**src/hw/rtl/rcct_pkg.sv**
```systemverilog
// Shared types, widths and codes of the routing congestion cost table.
package rcct_pkg;

   localparam int NODE_COUNT_DEF = 4096;
   localparam int OCC_BITS_DEF   = 10;

   localparam int NODE_W      = 12;
   localparam int CAP_W       = 10;
   localparam int DELTA_W     = 11;
   localparam int FACTOR_W    = 16;
   localparam int COST_W      = 32;
   localparam int OUT_OCC_W   = 10;
   localparam int STATUS_W    = 2;
   localparam int CSR_INDEX_W = 1;

   localparam logic [COST_W-1:0]   COST_ONE      = 32'h0001_0000;
   localparam logic [COST_W-1:0]   COST_MAX      = 32'hFFFF_FFFF;
   localparam logic [FACTOR_W-1:0] FACTOR_RESET  = 16'd256;

   localparam logic KIND_OCCUPANCY = 1'b0;
   localparam logic KIND_HISTORY   = 1'b1;

   localparam logic [CSR_INDEX_W-1:0] CSR_PRESENT_FACTOR = 1'b0;
   localparam logic [CSR_INDEX_W-1:0] CSR_HISTORY_FACTOR = 1'b1;

   typedef enum logic [STATUS_W-1:0] {
      STATUS_OK,
      STATUS_CLAMP_LOW,
      STATUS_CLAMP_HIGH
   } status_type;

   typedef struct packed {
      logic                      kind;
      logic [CAP_W-1:0]          capacity;
      logic signed [DELTA_W-1:0] delta;
      logic                      path_end;
      logic                      in_range;
   } item_type;

   typedef struct packed {
      logic prep_en;
      logic mul_en;
   } calc_ctrl_type;

endpackage

```
**src/hw/rtl/rcct_calc.sv**
```systemverilog
// Occupancy update and cost arithmetic: prepare, multiply, then add and saturate.
module rcct_calc #(
   parameter int OCC_BITS = rcct_pkg::OCC_BITS_DEF
) (
   input  logic                            clock,
   input  rcct_pkg::calc_ctrl_type         ctrl,
   input  rcct_pkg::item_type              item,
   input  logic [OCC_BITS-1:0]             old_occ,
   input  logic [rcct_pkg::COST_W-1:0]     old_present,
   input  logic [rcct_pkg::COST_W-1:0]     old_history,
   input  logic [rcct_pkg::FACTOR_W-1:0]   present_factor,
   input  logic [rcct_pkg::FACTOR_W-1:0]   history_factor,
   output logic [OCC_BITS-1:0]             new_occ,
   output logic [rcct_pkg::COST_W-1:0]     new_present,
   output logic [rcct_pkg::COST_W-1:0]     new_history,
   output rcct_pkg::status_type            new_status
);

   import rcct_pkg::*;

   typedef enum logic [1:0] {
      PRES_KEEP,
      PRES_ONE,
      PRES_CONGESTED
   } pres_sel_type;

   localparam int SUM_W   = ((OCC_BITS > DELTA_W) ? OCC_BITS : DELTA_W) + 2;
   localparam int CNT_W   = ((OCC_BITS > CAP_W) ? OCC_BITS : CAP_W) + 1;
   localparam int PROD_W  = CNT_W + FACTOR_W;
   localparam int SHIFT_W = PROD_W + 8;
   localparam logic signed [SUM_W-1:0] OCC_LIMIT = SUM_W'((64'd1 << OCC_BITS) - 64'd1);

   logic signed [SUM_W-1:0] sum_c;
   logic [OCC_BITS-1:0]     occ_c;
   status_type              status_c;
   logic [CNT_W-1:0]        occ_w;
   logic [CNT_W-1:0]        cap_w;
   logic [CNT_W-1:0]        cnt_p_c;
   logic [CNT_W-1:0]        cnt_h_c;
   pres_sel_type            pres_sel_c;
   logic                    hist_upd_c;

   logic [OCC_BITS-1:0]     occ_ff;
   status_type              status_ff;
   pres_sel_type            pres_sel_ff;
   logic                    hist_upd_ff;
   logic [CNT_W-1:0]        cnt_p_ff;
   logic [CNT_W-1:0]        cnt_h_ff;
   logic [PROD_W-1:0]       prod_p_ff;
   logic [PROD_W-1:0]       prod_h_ff;

   logic [SHIFT_W-1:0]      shift_p;
   logic [SHIFT_W-1:0]      shift_h;
   logic [COST_W-1:0]       scaled_p;
   logic [COST_W-1:0]       scaled_h;
   logic [COST_W:0]         sum_p;
   logic [COST_W:0]         sum_h;
   logic [COST_W-1:0]       congested;

   // clamp the new occupancy and pick what the costs become
   always_comb begin
      sum_c      = $signed(SUM_W'(old_occ)) + SUM_W'(item.delta);
      occ_c      = old_occ;
      status_c   = STATUS_OK;
      if (item.kind == KIND_OCCUPANCY) begin
         if (sum_c[SUM_W-1]) begin
            occ_c    = '0;
            status_c = STATUS_CLAMP_LOW;
         end else if (sum_c > OCC_LIMIT) begin
            occ_c    = OCC_LIMIT[OCC_BITS-1:0];
            status_c = STATUS_CLAMP_HIGH;
         end else begin
            occ_c    = sum_c[OCC_BITS-1:0];
         end
      end
      occ_w      = CNT_W'(occ_c);
      cap_w      = CNT_W'(item.capacity);
      cnt_p_c    = occ_w + CNT_W'(1) - cap_w;
      cnt_h_c    = occ_w - cap_w;
      pres_sel_c = PRES_KEEP;
      hist_upd_c = 1'b0;
      if (item.kind == KIND_OCCUPANCY) begin
         pres_sel_c = (occ_w < cap_w) ? PRES_ONE : PRES_CONGESTED;
      end else begin
         if (occ_w >= cap_w) begin
            pres_sel_c = PRES_CONGESTED;
         end
         hist_upd_c = (occ_w > cap_w);
      end
   end

   always_ff @(posedge clock) begin
      if (ctrl.prep_en) begin
         occ_ff      <= occ_c;
         status_ff   <= status_c;
         pres_sel_ff <= pres_sel_c;
         hist_upd_ff <= hist_upd_c;
         cnt_p_ff    <= cnt_p_c;
         cnt_h_ff    <= cnt_h_c;
      end
      if (ctrl.mul_en) begin
         prod_p_ff <= cnt_p_ff * present_factor;
         prod_h_ff <= cnt_h_ff * history_factor;
      end
   end

   // Q8.8 product to Q16.16, then saturating adds
   always_comb begin
      shift_p   = {prod_p_ff, 8'd0};
      shift_h   = {prod_h_ff, 8'd0};
      scaled_p  = (|shift_p[SHIFT_W-1:COST_W]) ? COST_MAX : shift_p[COST_W-1:0];
      scaled_h  = (|shift_h[SHIFT_W-1:COST_W]) ? COST_MAX : shift_h[COST_W-1:0];
      sum_p     = {1'b0, COST_ONE} + {1'b0, scaled_p};
      sum_h     = {1'b0, old_history} + {1'b0, scaled_h};
      congested = sum_p[COST_W] ? COST_MAX : sum_p[COST_W-1:0];
      case (pres_sel_ff)
         PRES_ONE:       new_present = COST_ONE;
         PRES_CONGESTED: new_present = congested;
         default:        new_present = old_present;
      endcase
      if (hist_upd_ff) begin
         new_history = sum_h[COST_W] ? COST_MAX : sum_h[COST_W-1:0];
      end else begin
         new_history = old_history;
      end
   end

   assign new_occ    = occ_ff;
   assign new_status = status_ff;

endmodule

```
**config.mk**
```make
export PLATFORM = sky130hd
export DESIGN_NAME = rcct_calc
export DESIGN_NICKNAME = d
export VERILOG_FILES = /design/src/hw/rtl/rcct_pkg.sv /design/src/hw/rtl/rcct_calc.sv
export SDC_FILE = /design/constraint.sdc
export NUM_CORES = 1
export LEC_CHECK = 0
export ABC_CLOCK_PERIOD_IN_PS = 12800
export BUFFER_PORTS_ARGS = -buffer_cell sky130_fd_sc_hd__buf_2
export CAP_MARGIN = 20
export CELL_PAD_IN_SITES_DETAIL_PLACEMENT = 1
export CELL_PAD_IN_SITES_GLOBAL_PLACEMENT = 2
export CORE_ASPECT_RATIO = 1.75
export CORE_UTILIZATION = 41
export CTS_BUF_LIST = sky130_fd_sc_hd__clkbuf_8
export CTS_CLUSTER_SIZE = 40
export DETAILED_ROUTE_END_ITERATION = 16
export PLACE_DENSITY_LB_ADDON = 0.1
export SLEW_MARGIN = 20
export SYNTH_ARGS = -nofsm -noshare
export SYNTH_HDL_FRONTEND = slang
export SYNTH_SLANG_ARGS = --single-unit
```
**constraint.sdc**
```tcl
create_clock -name clock -period 12.8 [get_ports clock]
set_clock_uncertainty 0.1 [all_clocks]
set_input_delay 1.28 -clock clock [delete_from_list [all_inputs] [get_ports clock]]
set_output_delay 1.28 -clock clock [all_outputs]
set_load 0.03 [all_outputs]
```
# == Yosys cells after proc, flatten, opt, wreduce, memory -nomap -nowiden ==
# Index checks and enable logic that the tools add are counted.
# totals
output_inout_bits,76
register_bits,91
mem_bits_rw,0
latchBits,0
input_bits,133
mem_bits_ro,0
mem_count,0
# classes
addsub,6
magnitude_cmp,4
n_shift,0
div_mod_pow,0
n_reduce_logical,3
bitwise,0
eq_ne,2
muxes,14
multipliers,2
# ops
cell,n
two-way mux 32 bit,5
one-hot mux 32 bit (2 select lines),1
multiplier 11 x 16 -> 27 bit,2
adder 17 x 32 -> 33 bit (first input constant),1
adder 32 x 32 -> 33 bit,1
two-way mux 10 bit,3
adder 11 x 11 -> 12 bit,1
> comparator 12 x 11 -> 1 bit (second input constant),1
adder 10 x 1 -> 11 bit (second input constant),1
subtractor 10 x 10 -> 11 bit,1
subtractor 11 x 10 -> 11 bit,1
>= comparator 10 bit,1
> comparator 10 bit,1
less-than comparator 10 bit,1
two-way mux 2 bit,4
OR reduction 3 bit,2
== test 2 x 1 -> 1 bit (second input constant),1
== test 2 bit (second input constant),1
OR reduction 2 bit,1
two-way mux 1 bit,1

# == Logic depth before layout (Yosys ltp) ==
# depth
word_depth,8
mapped_depth,25

# == Worst setup path before layout ==
# No wires, ideal clock.
# synth_timing
path_type,input port to flip-flop
from,input history_factor[7] in the netlist's numbering
to,register prod_h_ff[26] (data pin)
slack_ns,6.515
arrival_ns,5.923
n_path_buf,1
required_ns,12.439
stages,18
setup_time_ns,0.261
path_cell_list,clkbuf_1 nand2_1 fa_1 inv_1 fa_1 inv_1 fa_1 fa_1 fa_1 inv_1 ha_1 a2111oi_0 o21ai_1 a41oi_2 o21ai_2 a31oi_1 a41oi_1 xnor2_1
# synth_via
elab_chain_cells,1
# synth_lines
item,line,text
from (decl),rcct_calc.sv:12,"input logic [rcct_pkg::FACTOR_W-1:0] history_factor,"
multiplier 11 x 16 -> 27 bit,rcct_calc.sv:103,prod_h_ff <= cnt_h_ff * history_factor;
to (signal assigned),rcct_calc.sv:103,
to (decl),rcct_calc.sv:50,logic [PROD_W-1:0] prod_h_ff;
# No other way between the ends.
# A chain may end at the register's enable or synchronous reset.

# == Worst setup path in the final report ==
# layout_timing
from,input present_factor[7] in the netlist's numbering
to,register prod_p_ff[25] (data pin)
# layout_via
elab_chain_cells,1
# layout_lines
item,line,text
from (decl),rcct_calc.sv:11,"input logic [rcct_pkg::FACTOR_W-1:0] present_factor,"
multiplier 11 x 16 -> 27 bit,rcct_calc.sv:102,prod_p_ff <= cnt_p_ff * present_factor;
to (signal assigned),rcct_calc.sv:102,
to (decl),rcct_calc.sv:49,logic [PROD_W-1:0] prod_p_ff;
# No other way between the ends.

==> impl_metrics.json <==
{
  "status": "finished clean",
  "numCtsBuffers": 9,
  "max_freq_mhz": 151,
  "grt_pass1_wl_mm": 86.8,
  "synth_area_leaders": "fa_1 28%, edfxtp_1 15%, ha_1 13%, inv_1 6.7%, and2_1 5.4%",
  "grt_max_degree": 55,
  "clk_latency_ns": 0.40,
  "nets": 2841,
  "maxCapViolations": 0,
  "hold_ws_ns": 1.01,
  "avgSynthCellArea_um2": 8.87,
  "synth_top_area_share": 0.278,
  "worst_slew_pin_slew_ns": 0.851,
  "final_max_slew_viol_count": 0,
  "seq_area_frac_synth": 0.145,
  "yosys_warnings": 0,
  "hold_buffers": 0,
  "path_cells": "buf_2 -> and2_1 -> fa_1 -> inv_1 -> fa_1 -> inv_1 -> fa_1 -> fa_1 -> inv_1 -> fa_1 -> inv_1 -> ha_1 -> o21a_1 -> o21a_1 -> o22ai_1 -> a31oi_1 -> a211oi_1 -> nor2_1 -> o311ai_0",
  "required_ns": 12.87,
  "rsz0062_at_grt": "false",
  "crit_top_cell": "fa_1",
  "die_w_um": 164,
  "wl_per_cell_um": 18.8,
  "port_buffers": 206,
  "row_count": 103,
  "setup.worst_path.end_class": "register",
  "first_iter_violations": 436,
  "yosys.area.top_type": "fa_1",
  "slowest_stage": "fa_1",
  "max_stage_delay_ns": 0.53,
  "tns_ns": 0,
  "cts_resized": 0,
  "antenna_found_initial": 1,
  "layout-drive-gt1-share": 0.118,
  "io_pins": 209,
  "dp_hpwl_mm": 45.1,
  "detail_route.first_pass.iterations": 5,
  "period_share": 0.517,
  "path_clk_slew_ns": 0.09,
  "min_path_type": "reg2reg",
  "synth_seq_cells": 91,
  "cts_setup_buffers": 0,
  "yosysUniqueCellTypes": 78,
  "grt_pass1_vias": 17400,
  "grt.overflow.total": 0,
  "synth_area_um2": 18800,
  "synth_ff_type": "edfxtp_1",
  "track_usage": 0.240,
  "ys_async_sr_fraction": 0,
  "cts-root-buf": "clkbuf_8",
  "dr_total_vias": 15300,
  "initial_core_util": 0.417,
  "wirelength_mm": 53.3,
  "path_delay_family": "adder cells",
  "syn_nets": 2709,
  "clkSinkCount": 91,
  "synthToLayoutAreaGrowth_pct": 8.98,
  "slew_headroom": 0.433,
  "critPathArrivalTime_ns": 6.69,
  "route.detailed.drc": 0,
  "h-tree-depth": 3,
  "hold_viol": 0,
  "cts_buffer_depth": 2,
  "synth-edff-count": 91,
  "die_area_um2": 46700,
  "cp_max_fo": 11,
  "start_kind": "primary input",
  "antenna_left": 0,
  "gp_congestion": 0.867,
  "min_period_ns": 6.62,
  "worstPathBufferInverterCount": 5,
  "setup_viol": 0,
  "crit_type": "in2reg",
  "cts_tree": "done",
  "syn-instance-count": 2119,
  "die_height_um": 285,
  "core_area_um2": 45100,
  "via_per_inst": 5.40
}
[stage by stage]
step	utilization	cell area [um2]	instances	setup WS [ns]
2_1_floorplan	-	18800	2119	6.52
3_3_place_gp	0.449	20200	2817	5.75
3_5_place_dp	0.449	20200	2817	5.76
4_1_cts	0.454	20500	2833	6.20
5_1_grt	0.454	20500	2834	5.79
6_report	0.454	20500	2835	6.18
[flip-flops by register name, indices dropped and copies added (netlist names)]
register     count
prod_h_ff       27
prod_p_ff       27
cnt_h_ff        11
cnt_p_ff        11
new_occ         10
new_status       2
pres_sel_ff      2
hist_upd_ff      1
[synth_stat cells, drive strengths merged (6+ instances only)]
| library cell | number |
|---|---|
| o21ai | 82 |
| fa | 261 |
| a311oi | 6 |
| buf | 10 |
| nor2 | 85 |
| nand2 | 260 |
| o21bai | 10 |
| nor2b | 13 |
| a31oi | 41 |
| nor3 | 21 |
| and2 | 163 |
| xor2 | 27 |
| ha | 196 |
| a2111oi | 7 |
| a221o | 8 |
| nand2b | 43 |
| nand3 | 29 |
| and3 | 13 |
| a211oi | 12 |
| o211ai | 12 |
| o31ai | 6 |
| nor4 | 6 |
| clkbuf | 81 |
| edfxtp | 91 |
| nand4 | 9 |
| xnor2 | 67 |
| o22ai | 9 |
| a21oi | 75 |
| inv | 337 |
| a21o | 42 |
| o21a | 22 |
| or3 | 10 |
[logic make-up (layout without fill, tap and decap cells)]
logic type      after synthesis  after routing  synth area share
compound gates              373            373             0.137
xor+xnor                     94             94            0.0438
fa+ha+maj                   457            457             0.409
buf+inv                     428            565            0.0861
flops                        91             91             0.145
mux                           3              3           0.00160
other cells                   0              2                 0
simple gates                673            673             0.177
[layout by cell type, fill, tap and decap left out, drive strengths merged, types with 42 or more instances in the layout]
master and instances:
buf 212, ha 196, nor2 85, nand2b 43
a21o 42, xnor2 67, edfxtp 91, o21ai 82
and2 163, inv 340, nand2 260, fa 261
a21oi 75
[final cells by class]
class / count / area (um2)
well taps: 577 / 722
repair buffers: 212 / 1080
inverters: 337 / 1260
diodes: 2 / 5.00
clock inverters: 7 / 98.8
multi-input cells: 1600 / 14500
clock buffers: 9 / 124
flip-flops and latches: 91 / 2730
fillers: 5440 / 24600
[worst paths after layout]
| path | start | endpoint | slack (ns) | cells after the start |
|---|---|---|---|---|
| setup / recovery | present_factor[7] | prod_p_ff[25] | 6.18 | 19 |
| hold / removal | cnt_h_ff[0] | prod_h_ff[0] | 1.01 | 1 |
| setup reg to reg | cnt_p_ff[2] | prod_p_ff[25] | 6.48 | 18 |
| hold reg to reg | cnt_h_ff[0] | prod_h_ff[0] | 1.01 | 1 |
[per-layer routing]
metal | global-route usage | up-vias | wire (um) | share of wire
met1 | 0.221 | 7706 | 18100 | 0.34
met5 | 0 | - | 0 | 0
met4 | 0.118 | 0 | 2650 | 0.050
met3 | 0.0223 | 122 | 1320 | 0.025
li1 | - | 7182 | - | -
met2 | 0.501 | 301 | 31300 | 0.59
Power is left out: the tool's default activity adds up to more than one toggle a clock period on the data nets, which glitch-free logic cannot reach.
